### src/design/rpn_pkg.sv
// Shared types and constants for the postfix expression evaluator.
// No dependencies. Used by rpn_cell, rpn_div and postfix_expression_evaluator.
`default_nettype none

package rpn_pkg;

   localparam int DATA_W          = 32;
   localparam int STACK_DEPTH_DEF = 16;

   // token kinds
   localparam logic [2:0] OP_PUSH = 3'd0;
   localparam logic [2:0] OP_ADD  = 3'd1;
   localparam logic [2:0] OP_SUB  = 3'd2;
   localparam logic [2:0] OP_MUL  = 3'd3;
   localparam logic [2:0] OP_DIV  = 3'd4;

   // status codes
   localparam logic [2:0] ST_OK    = 3'd0;
   localparam logic [2:0] ST_UNDER = 3'd1;
   localparam logic [2:0] ST_OVER  = 3'd2;
   localparam logic [2:0] ST_DIVZ  = 3'd3;
   localparam logic [2:0] ST_DEPTH = 3'd4;

   typedef struct packed {
      logic [2:0] op;
      logic [3:0] digit;
      logic       last;
   } req_fields_type;

   typedef struct packed {
      logic signed [31:0] value;
      logic [2:0]         status;
   } rsp_fields_type;

   // per-cell shift control: take the entry above (push) or below (pop)
   typedef struct packed {
      logic take_above;
      logic take_below;
   } cell_ctl_type;

endpackage

`default_nettype wire

### src/design/rpn_cell.sv
// One stack cell: holds one 32-bit operand, shifts toward either neighbor.
// Depends on rpn_pkg.
`default_nettype none

module rpn_cell (
   input  wire logic                       clock,
   input  wire rpn_pkg::cell_ctl_type      ctl,
   input  wire logic [rpn_pkg::DATA_W-1:0] above,
   input  wire logic [rpn_pkg::DATA_W-1:0] below,
   output logic      [rpn_pkg::DATA_W-1:0] entry
);

   logic [rpn_pkg::DATA_W-1:0] entry_ff;
   logic [rpn_pkg::DATA_W-1:0] entry_in;

   always_comb begin
      priority if (ctl.take_above) begin
         entry_in = above;
      end else if (ctl.take_below) begin
         entry_in = below;
      end else begin
         entry_in = entry_ff;
      end
   end

   always_ff @(posedge clock) begin
      entry_ff <= entry_in;
   end

   assign entry = entry_ff;

endmodule

`default_nettype wire

### src/design/rpn_div.sv
// Iterative signed divider, one quotient bit per cycle, truncates toward zero.
// Depends on rpn_pkg. Divisor must be nonzero at start.
`default_nettype none

module rpn_div (
   input  wire logic                       clock,
   input  wire logic                       reset,
   input  wire logic                       start,
   input  wire logic [rpn_pkg::DATA_W-1:0] num,
   input  wire logic [rpn_pkg::DATA_W-1:0] den,
   output logic                            busy,
   output logic                            done,
   output logic      [rpn_pkg::DATA_W-1:0] quot
);

   localparam int W  = rpn_pkg::DATA_W;
   localparam int CW = $clog2(W);

   logic          busy_ff, busy_in;
   logic          fin_ff, fin_in;
   logic          done_ff, done_in;
   logic [CW-1:0] cnt_ff, cnt_in;
   logic [W-1:0]  rem_ff, rem_in;
   logic [W-1:0]  qt_ff, qt_in;
   logic [W-1:0]  ud_ff, ud_in;
   logic          neg_ff, neg_in;
   logic [W-1:0]  quot_ff, quot_in;
   logic [W:0]    shifted;
   logic [W:0]    diff;

   always_comb begin
      busy_in = busy_ff;
      fin_in  = 1'b0;
      done_in = 1'b0;
      cnt_in  = cnt_ff;
      rem_in  = rem_ff;
      qt_in   = qt_ff;
      ud_in   = ud_ff;
      neg_in  = neg_ff;
      quot_in = quot_ff;
      shifted = {rem_ff, qt_ff[W-1]};
      diff    = shifted - {1'b0, ud_ff};
      if (start) begin
         busy_in = 1'b1;
         cnt_in  = '0;
         rem_in  = '0;
         qt_in   = num[W-1] ? (~num + 1'b1) : num;
         ud_in   = den[W-1] ? (~den + 1'b1) : den;
         neg_in  = num[W-1] ^ den[W-1];
      end else if (busy_ff) begin
         rem_in = diff[W] ? shifted[W-1:0] : diff[W-1:0];
         qt_in  = {qt_ff[W-2:0], ~diff[W]};
         cnt_in = cnt_ff + 1'b1;
         if (cnt_ff == CW'(W - 1)) begin
            busy_in = 1'b0;
            fin_in  = 1'b1;
         end
      end else if (fin_ff) begin
         // sign fix-up as a separate registered step after the last quotient bit
         quot_in = neg_ff ? (~qt_ff + 1'b1) : qt_ff;
         done_in = 1'b1;
      end
   end

   always_ff @(posedge clock) begin
      if (reset) begin
         busy_ff <= 1'b0;
         fin_ff  <= 1'b0;
         done_ff <= 1'b0;
         cnt_ff  <= '0;
      end else begin
         busy_ff <= busy_in;
         fin_ff  <= fin_in;
         done_ff <= done_in;
         cnt_ff  <= cnt_in;
      end
      rem_ff  <= rem_in;
      qt_ff   <= qt_in;
      ud_ff   <= ud_in;
      neg_ff  <= neg_in;
      quot_ff <= quot_in;
   end

   assign busy = busy_ff | fin_ff;
   assign done = done_ff;
   assign quot = quot_ff;

endmodule

`default_nettype wire

### src/design/postfix_expression_evaluator.sv
// Postfix (reverse Polish) expression evaluator, top level.
// Depends on rpn_pkg, rpn_cell (operand stack chain) and rpn_div (divider).
//
//   channel | direction | payload                     | handshake
//   --------+-----------+-----------------------------+----------------------------
//   req     | in        | req_fields_type op/digit/last | req_valid / req_stall (out)
//   rsp     | out       | rsp_fields_type value/status  | rsp_valid / rsp_stall (in)
//
// Sequence: one token at a time. Push, unknown op, a token after an error or one that
//   raises an error: accept, execute, finish. Add/sub/mul add a commit step that pops
//   the chain. Divide waits on the divider, which retires one quotient bit per cycle
//   and then does its sign fix-up, before the commit and finish steps.
// Reset: synchronous, active high; clears depth, error, state and output valid.
//   Stack cells are not reset; only live entries are ever read.
// Stalls: the result sits in an output register; new tokens are taken while it
//   waits. A last token stalls in its finish cycle only if the previous result
//   is still pending.
`default_nettype none

module postfix_expression_evaluator #(
   parameter int STACK_DEPTH = rpn_pkg::STACK_DEPTH_DEF
) (
   input  wire logic                    clock,
   input  wire logic                    reset,
   input  wire logic                    req_valid,
   output logic                         req_stall,
   input  wire rpn_pkg::req_fields_type req_data,
   output logic                         rsp_valid,
   input  wire logic                    rsp_stall,
   output rpn_pkg::rsp_fields_type      rsp_data
);

   localparam int W  = rpn_pkg::DATA_W;
   localparam int DW = $clog2(STACK_DEPTH + 1);

   // sequencer states
   localparam logic [2:0] S_IDLE   = 3'd0;
   localparam logic [2:0] S_EXEC   = 3'd1;
   localparam logic [2:0] S_DIV    = 3'd2;
   localparam logic [2:0] S_COMMIT = 3'd3;
   localparam logic [2:0] S_FIN    = 3'd4;

   logic [2:0]              state_ff, state_in;
   logic [DW-1:0]           depth_ff, depth_in;
   logic [2:0]              err_ff, err_in;
   rpn_pkg::req_fields_type tok_ff, tok_in;
   logic [W-1:0]            res_ff, res_in;
   logic                    rsp_valid_ff, rsp_valid_in;
   rpn_pkg::rsp_fields_type rsp_ff, rsp_in;

   // stack chain: cell 0 is the top of stack
   rpn_pkg::cell_ctl_type   cell_ctl [STACK_DEPTH];
   logic [W-1:0]            cell_q   [STACK_DEPTH];
   logic [W-1:0]            top_data;
   logic                    do_push;
   logic                    do_pop;

   logic [W-1:0]            rhs;
   logic [W-1:0]            lhs;
   logic                    div_start;
   logic                    div_busy;
   logic                    div_done;
   logic [W-1:0]            div_quot;
   logic                    rsp_hold;
   logic [2:0]              fin_status;

   assign rhs = cell_q[0];
   assign lhs = cell_q[1];

   // push loads cell 0 with the digit and shifts everything down;
   // commit loads cell 0 with the result and shifts the rest up
   assign top_data = (state_ff == S_EXEC) ? W'(tok_ff.digit) : res_ff;

   for (genvar i = 0; i < STACK_DEPTH; i++) begin : g_cell
      logic [W-1:0] above;
      logic [W-1:0] below;
      if (i == 0) begin : g_top
         assign above = top_data;
         assign cell_ctl[i].take_above = do_push | do_pop;
         assign cell_ctl[i].take_below = 1'b0;
      end else begin : g_rest
         assign above = cell_q[i-1];
         assign cell_ctl[i].take_above = do_push;
         assign cell_ctl[i].take_below = do_pop;
      end
      if (i == STACK_DEPTH - 1) begin : g_end
         assign below = cell_q[i];
      end else begin : g_mid
         assign below = cell_q[i+1];
      end
      rpn_cell u_cell (
         .clock (clock),
         .ctl   (cell_ctl[i]),
         .above (above),
         .below (below),
         .entry (cell_q[i])
      );
   end

   rpn_div u_div (
      .clock (clock),
      .reset (reset),
      .start (div_start),
      .num   (lhs),
      .den   (rhs),
      .busy  (div_busy),
      .done  (div_done),
      .quot  (div_quot)
   );

   assign rsp_hold = rsp_valid_ff & rsp_stall;

   always_comb begin
      fin_status = err_ff;
      if (err_ff == rpn_pkg::ST_OK && depth_ff != DW'(1)) begin
         fin_status = rpn_pkg::ST_DEPTH;
      end
   end

   always_comb begin
      state_in     = state_ff;
      depth_in     = depth_ff;
      err_in       = err_ff;
      tok_in       = tok_ff;
      res_in       = res_ff;
      rsp_in       = rsp_ff;
      rsp_valid_in = rsp_valid_ff & rsp_stall;
      do_push      = 1'b0;
      do_pop       = 1'b0;
      div_start    = 1'b0;

      unique case (state_ff)
         S_IDLE: begin
            if (req_valid) begin
               tok_in   = req_data;
               state_in = S_EXEC;
            end
         end
         S_EXEC: begin
            state_in = S_FIN;
            if (err_ff == rpn_pkg::ST_OK) begin
               unique case (tok_ff.op)
                  rpn_pkg::OP_PUSH: begin
                     if (depth_ff == DW'(STACK_DEPTH)) begin
                        err_in = rpn_pkg::ST_OVER;
                     end else begin
                        do_push  = 1'b1;
                        depth_in = depth_ff + 1'b1;
                     end
                  end
                  rpn_pkg::OP_ADD, rpn_pkg::OP_SUB, rpn_pkg::OP_MUL,
                  rpn_pkg::OP_DIV: begin
                     if (depth_ff < DW'(2)) begin
                        err_in = rpn_pkg::ST_UNDER;
                     end else if (tok_ff.op == rpn_pkg::OP_ADD) begin
                        res_in   = lhs + rhs;
                        state_in = S_COMMIT;
                     end else if (tok_ff.op == rpn_pkg::OP_SUB) begin
                        res_in   = lhs - rhs;
                        state_in = S_COMMIT;
                     end else if (tok_ff.op == rpn_pkg::OP_MUL) begin
                        res_in   = lhs * rhs;   // low word only, wraps
                        state_in = S_COMMIT;
                     end else if (rhs == '0) begin
                        err_in = rpn_pkg::ST_DIVZ;
                     end else begin
                        div_start = 1'b1;
                        state_in  = S_DIV;
                     end
                  end
                  default: begin
                     // unknown token kind: stack untouched
                  end
               endcase
            end
         end
         S_DIV: begin
            if (div_done) begin
               res_in   = div_quot;
               state_in = S_COMMIT;
            end
         end
         S_COMMIT: begin
            do_pop   = 1'b1;
            depth_in = depth_ff - 1'b1;
            state_in = S_FIN;
         end
         S_FIN: begin
            if (!tok_ff.last) begin
               state_in = S_IDLE;
            end else if (!rsp_hold) begin
               rsp_valid_in  = 1'b1;
               rsp_in.status = fin_status;
               rsp_in.value  = (fin_status == rpn_pkg::ST_OK) ? cell_q[0] : '0;
               depth_in      = '0;
               err_in        = rpn_pkg::ST_OK;
               state_in      = S_IDLE;
            end
         end
         default: begin
            state_in = S_IDLE;
         end
      endcase
   end

   always_ff @(posedge clock) begin
      if (reset) begin
         state_ff     <= S_IDLE;
         depth_ff     <= '0;
         err_ff       <= rpn_pkg::ST_OK;
         rsp_valid_ff <= 1'b0;
      end else begin
         state_ff     <= state_in;
         depth_ff     <= depth_in;
         err_ff       <= err_in;
         rsp_valid_ff <= rsp_valid_in;
      end
      tok_ff <= tok_in;
      res_ff <= res_in;
      rsp_ff <= rsp_in;
   end

   assign req_stall = (state_ff != S_IDLE);
   assign rsp_valid = rsp_valid_ff;
   assign rsp_data  = rsp_ff;

   // stack depth never runs past the chain length
   a_depth_bound: assert property (@(posedge clock) disable iff (reset)
      depth_ff <= DW'(STACK_DEPTH))
      else $error("stack depth beyond chain length");

   // divider only runs while the sequencer waits on it
   a_div_owner: assert property (@(posedge clock) disable iff (reset)
      div_busy |-> state_ff == S_DIV)
      else $error("divider busy outside divide wait");

   // a delivered result clears the expression state
   a_clear_after_last: assert property (@(posedge clock) disable iff (reset)
      (state_ff == S_FIN && tok_ff.last && !rsp_hold)
      |=> (depth_ff == '0 && err_ff == rpn_pkg::ST_OK && rsp_valid_ff))
      else $error("expression state not cleared after last token");

   // an error result carries a zero value
   a_err_zero: assert property (@(posedge clock) disable iff (reset)
      (rsp_valid_ff && rsp_ff.status != rpn_pkg::ST_OK) |-> rsp_ff.value == '0)
      else $error("error result with nonzero value");

endmodule

`default_nettype wire

### config.mk
export PLATFORM = sky130hd
export DESIGN_NAME = postfix_expression_evaluator
export DESIGN_NICKNAME = d
export VERILOG_FILES = /design/src/design/rpn_pkg.sv /design/src/design/rpn_cell.sv /design/src/design/rpn_div.sv /design/src/design/postfix_expression_evaluator.sv
export SDC_FILE = /design/constraint.sdc
export NUM_CORES = 2
export LEC_CHECK = 0
export BUFFER_PORTS_ARGS = -buffer_cell sky130_fd_sc_hd__buf_4
export CORE_UTILIZATION = 40
export DETAILED_ROUTE_END_ITERATION = 8
export GPL_TIMING_DRIVEN = 0
export PLACE_DENSITY = 0.64
export SLEW_MARGIN = 20
export SYNTH_ARGS = -nofsm -noshare
export SYNTH_HDL_FRONTEND = slang
export SYNTH_SLANG_ARGS = --single-unit
### constraint.sdc
create_clock -name clock -period 12.15 [get_ports clock]
set_clock_uncertainty 0.05 [all_clocks]
set_input_delay 1.215 -clock clock [delete_from_list [all_inputs] [get_ports clock]]
set_output_delay 1.215 -clock clock [all_outputs]
set_load 0.01 [all_outputs]
# Word level (Yosys, flattened, before mapping)
# Cells that the tools add are included.
dict set report word_totals {
  regBits 736
  output_inout_bits 37
}
dict set report classes {
  addsub 9
  multipliers 1
  order_cmp 1
  eq_ne 28
  mux 92
  bitwise 10
  reduce_logical 23
}
# op count
set op_table {}
lappend op_table {{$mux W32} 40}
lappend op_table {{$add A32 B1 Y32 const B} 3}
lappend op_table {{$not A32 Y32} 3}
lappend op_table {{$pmux W32 S2} 1}
lappend op_table {{$mux W3} 20}
lappend op_table {{$sub A33 B32 Y33} 1}
lappend op_table {{$add A32 B32 Y32} 1}
lappend op_table {{$logic_not A32 Y1} 1}
lappend op_table {{$mul A32 B32 Y32} 1}
lappend op_table {{$sub A32 B32 Y32} 1}
lappend op_table {{$mux W31} 1}
lappend op_table {{$mux W5} 5}
lappend op_table {{$mux W1} 20}
lappend op_table {{$ne A4 B4 Y1 const B} 4}
lappend op_table {{$pmux W3 S5} 1}
lappend op_table {{$pmux W5 S3} 1}
lappend op_table {{$eq A3 B2 Y1 const B} 4}
lappend op_table {{$logic_not A3 Y1} 4}
lappend op_table {{$pmux W3 S2} 2}
lappend op_table {{$reduce_and A6 Y1} 2}
lappend op_table {{$add A5 B1 Y5 const B} 2}
lappend op_table {{$eq A5 B5 Y1 const B} 2}
lappend op_table {{$ne A2 B2 Y1 const B} 5}
lappend op_table {{$reduce_and A10 Y1} 1}
lappend op_table {{other kinds (22)} 38}

# Longest topological paths before layout
dict set report depth {
  ltp_word 11
  ltp_mapped 28
  mapped_depth_nobuf 26
}

# Modules after synthesis
# From an unflattened synthesis, not the netlist that was laid out.
dict set report unflattened {
  cells_unflattened 4729
  hier_area_um2 56307.8
}
# module instances cells_per_inst area_per_inst_um2
set by_module_without_submodules {}
lappend by_module_without_submodules {rpn_cell 16 69 1507.7}
lappend by_module_without_submodules {postfix_expression_evaluator 1 2687 23518.8}
lappend by_module_without_submodules {rpn_div 1 938 8665.8}

# Worst setup path before layout
# Ideal clock, no wire load.
dict set report synth_timing {
  path_type {reg2reg}
  startpoint {register state_ff[0]}
  endpoint {register g_cell[0].u_cell.entry_ff, in the netlist g_cell[0].u_cell.entry[0] (enable)}
  arrival_ns 9.059
  required_ns 8.657
  slack_ns -0.401
  path_stages_with_launch 7
  n_path_buf 2
  synth_period_minus_slack_ns 12.551
  cell_sequence {dfxtp_1 > nor2b_1 > nor2b_1 > clkbuf_1 > nand4_1 > clkbuf_1 > nand2_1}
}
# element line_no
set synth_rtl {}
lappend synth_rtl {{start, declared} postfix_expression_evaluator.sv:43} ;# logic [2:0] state_ff, state_in;
lappend synth_rtl {{start signal, assigned} postfix_expression_evaluator.sv:213} ;# state_ff <= state_in;
lappend synth_rtl {{end signal, assigned} rpn_cell.sv:27} ;# entry_ff <= entry_in;
lappend synth_rtl {{end, declared} rpn_cell.sv:13} ;# logic [rpn_pkg::DATA_W-1:0] entry_ff;

# Worst setup path in the final report
dict set report layout_timing {
  startpoint {register g_cell[1].u_cell.entry_ff, in the netlist g_cell[1].u_cell.entry[6]}
  endpoint {register res_ff[30] (data pin)}
}
dict set report layout_via {
  elab_chain_cells 8
}
# element line_no
set layout_lines {}
lappend layout_lines {{start, declared} rpn_cell.sv:13}
lappend layout_lines {{start signal, assigned} rpn_cell.sv:27}
lappend layout_lines {{$mul A32 B32 Y32} postfix_expression_evaluator.sv:162} ;# res_in = lhs * rhs;
lappend layout_lines {{$mux W32} postfix_expression_evaluator.sv:161} ;# end else if (tok_ff.op == rpn_pkg::OP_MUL) begin
lappend layout_lines {{$mux W32} postfix_expression_evaluator.sv:158} ;# end else if (tok_ff.op == rpn_pkg::OP_SUB) begin
lappend layout_lines {{$mux W32 *} postfix_expression_evaluator.sv:155} ;# end else if (tok_ff.op == rpn_pkg::OP_ADD) begin
lappend layout_lines {{$mux W32 *} postfix_expression_evaluator.sv:153} ;# if (depth_ff < DW'(2)) begin
lappend layout_lines {{$mux W32 *} postfix_expression_evaluator.sv:142} ;# unique case (tok_ff.op)
lappend layout_lines {{$mux W32 *} postfix_expression_evaluator.sv:141} ;# if (err_ff == rpn_pkg::ST_OK) begin
lappend layout_lines {{$pmux W32 S2 *} postfix_expression_evaluator.sv:132} ;# unique case (state_ff)
lappend layout_lines {{via res_in[30]} postfix_expression_evaluator.sv:47} ;# logic [W-1:0] res_ff, res_in;
lappend layout_lines {{end signal, assigned} postfix_expression_evaluator.sv:219} ;# res_ff <= res_in;
lappend layout_lines {{end, declared} postfix_expression_evaluator.sv:47}
# Mark *: on every way through the listed nets, which the timed path passes. The rest lies on a longest branch. The select of a mux whose other input is x is not followed.
# A chain may end at the register's enable or synchronous reset.

==> impl_metrics.tcl <==
set metrics [dict create \
    status "finished clean" \
    overflow 0 \
    clkPwrFrac_pct 26.2 \
    numCtsBuffers 83 \
    initial_core_util_pct 40.3 \
    routedWlPerCell_um 23.3 \
    startpoint_type "register" \
    place.gp.congestion 1.01 \
    cts_tree "yes" \
    synth_edf_count 684 \
    rows 132 \
    hold_ws_ps 399 \
    die_h_um 363 \
    finalCriticalPeriod_ps 9910 \
    cts.path.max_buffers 3 \
    post_cts_buffers 0 \
    coreArea_mm2 0.129 \
    setup_viol 0 \
    postSynthCellCount 5426 \
    detail_route.first_pass.iterations 6 \
    maxCapViolations 0 \
    ys_seq_area_share_pct 41.3 \
    hpwl_um 134000 \
    syn_avg_cell_area_um2 9.62 \
    grt_pass1_vias 40200 \
    dieArea_mm2 0.132 \
    drc 0 \
    p_sw_uw 3720 \
    drtAntennaViolNets 0 \
    cp_slowest_cell "clkbuf_1" \
    hold_buffers 0 \
    p_leak_uw 0.0242 \
    power.internal_uw 5600 \
    peakVddDrop_v 0.000255 \
    synth_top_area_share_pct 39.3 \
    vias_per_cell 5.48 \
    synth_top_area_cell "edfxtp_1" \
    rsz0062_at_grt "false" \
    syn_area_mm2 0.0522 \
    worstSkewPairLatency_ps 700 \
    required_ps 12520 \
    worstMarginPinSlew_ps 1190 \
    layout-drive-gt1-share_pct 4.14 \
    synth_area_leaders "edfxtp_1, fa_1, nand2_1, ha_1, and2_1" \
    final_nets 6218 \
    setup_tns_ps 0 \
    slew_violations 0 \
    clkTransAtPathRegs_ps 60 \
    cts_resized 0 \
    max_freq_ghz 0.101 \
    min_path_type "reg2reg" \
    yosysUniqueCellTypes 77 \
    grt_use_total_pct 26.1 \
    clock_sinks 735 \
    ys_ff_latch 735 \
    io_pins 49 \
    grt_antenna_before_repair 12 \
    port_buffers 48 \
    yosysWarnings 0 \
    pwr_density_cell_mw_per_mm2 161 \
    grt_max_degree 104 \
    hold_viol_final 0 \
    critical_path_arrival_ps 10280 \
    p_comb_share_pct 42.3 \
    die_w_um 363 \
    fillCellCount 12600 \
    crit_buf_inv 5 \
    fin_crit_sh_pct 81.6 \
    path_class "reg2reg" \
    initialDrtViolationCount 4609 \
    path_max_fanout 10 \
    cpPeakStageDelay_ps 790 \
    finalWirelength_um 172000 \
    num_vias 40400 \
    synthFlopType "edfxtp_1" \
    swShare_pct 39.9 \
    cts.htree.levels 3 \
    syn-num-nets 6075 \
    slew_headroom_pct 20.6 \
    worst_setup_path_end_kind "register" \
    crit_top_cell "fa_1" \
    p_seq_share_pct 31.5 \
    grt_pass1_wl_um 256000 \
    crit_family "adder cells" \
    cts_root_buf "clkbuf_16" \
    syn_to_final_growth_pct 10.5 \
    ys_async_sr_fraction_pct 0 \
]
cells in the final DEF, fill, tap and decap left out, types with 49 or more instances in the layout:
cell,netlist,layout
edfxtp_1,684,684
xor2_1,60,60
ha_1,226,226
clkbuf_16,0,83
o21ai_0,208,208
buf_4,1,49
and2_1,295,295
nand2_1,1626,1625
nor2_1,208,205
fa_1,411,411
a21oi_1,137,135
xnor2_1,157,157
inv_1,479,479
clkbuf_1,288,306
dfxtp_1,51,51
Yosys cell counts, types with 15 or more instances:
library cell  count
a31oi_1          24
inv_1           479
a21o_1           37
nand2b_1         40
nand3_1          25
ha_1            226
a211oi_1         23
and2_1          295
o21ai_0         208
nor2b_1          48
o21a_1           18
o31ai_1          39
xnor2_1         157
mux2i_1          32
dfxtp_1          51
o41ai_1          18
o22ai_1          18
or3_1            19
edfxtp_1        684
or4_1            15
fa_1            411
nand2_1        1626
o21bai_1         15
clkbuf_1        288
a21oi_1         137
xor2_1           60
nor3_1           32
nor2_1          208
worst reg2reg max path, stage by stage (launching register included):
cell      delay, ps
edfxtp_1        550
clkbuf_1        790
clkbuf_1        770
nand2_1         170
fa_1            540
inv_1            50
fa_1            460
fa_1            510
inv_1            50
fa_1            480
inv_1            50
fa_1            450
ha_1            310
fa_1            510
fa_1            420
ha_1            350
and4_1          250
and2_1          160
o31a_1          270
or3_1           350
o221ai_1        480
a21oi_1         220
a31o_2          300
xnor2_1         520
o221ai_1        190
o32a_1          380
state kept, by name, summed over array words and instances (netlist names), 2 cells and up:
signal,count
g_cell.u_cell.entry,512
rsp_data,35
res_ff,32
u_div.qt_ff,32
u_div.quot,32
u_div.rem_ff,32
u_div.ud_ff,32
tok_ff,8
depth_ff,5
u_div.cnt_ff,5
state_ff,3
err_ff,2
kinds of logic after synthesis:
group	synth area share (%)
AND/OR/NAND/NOR	19.7
buffers and inverters	5.66
flip-flops	41.3
AO/OA/AOI/OAI	7.72
adder cells (fa/ha/maj)	21.2
XOR/XNOR	3.64
multiplexers	0.786
metrics by stage:
stage          std cells  utilization, %  cell area, um2  worst slack [ps]  total power, uW
4_1_cts             7375            44.5           57700              2460             9210
5_1_grt             7375            44.5           57700              2200             9700
6_report            7377            44.6           57700              2240             9310
3_3_place_gp        7216            42.3           54800               411             6720
3_5_place_dp        7226            42.5           55100              2490             6760
2_1_floorplan       5426               -           52200              4210             5280
cell type report:
type                       instances  area (um2)  area share [%]
clock buffer                     106        2200            3.82
multi-input combinational       3909       27800            48.1
antenna                            2        5.00         0.00868
inverter                         481        1810            3.13
clock inverter                    43         392           0.679
timing repair buffer              58         613            1.06
buffer                           301        1160            2.00
tap                             1742        2180            3.78
sequential                       735       21600            37.4
power groups by stage:
stage               clock network (uW)  logic [uW]  registers, uW
global placement                     0        3730           3000
global route                      2570        4190           2940
floorplan                            0        2310           2970
finish                            2440        3940           2930
detailed placement                   0        3770           2980
CTS                               2480        3800           2930
per-layer routing:
layer	GRT usage (%)	vias to the layer above	share of wire, %
li1	-	18000	-
met1	37.6	20300	44
met2	37.7	1829	42
met3	5.87	340	10
met4	10.9	4	4.3
met5	0	-	0.016
final timing paths:
check	from	end	slack, ps	cells after the start
worst max-delay path	g_cell[1].u_cell.entry[6]	res_ff[30]	2240	25
worst min-delay path	g_cell[14].u_cell.entry[10]	g_cell[15].u_cell.entry[10]	400	0
worst max register to register	g_cell[1].u_cell.entry[6]	res_ff[30]	2240	25
worst min register to register	g_cell[14].u_cell.entry[10]	g_cell[15].u_cell.entry[10]	400	0
Note: power is estimated with default switching activity, not from simulation.
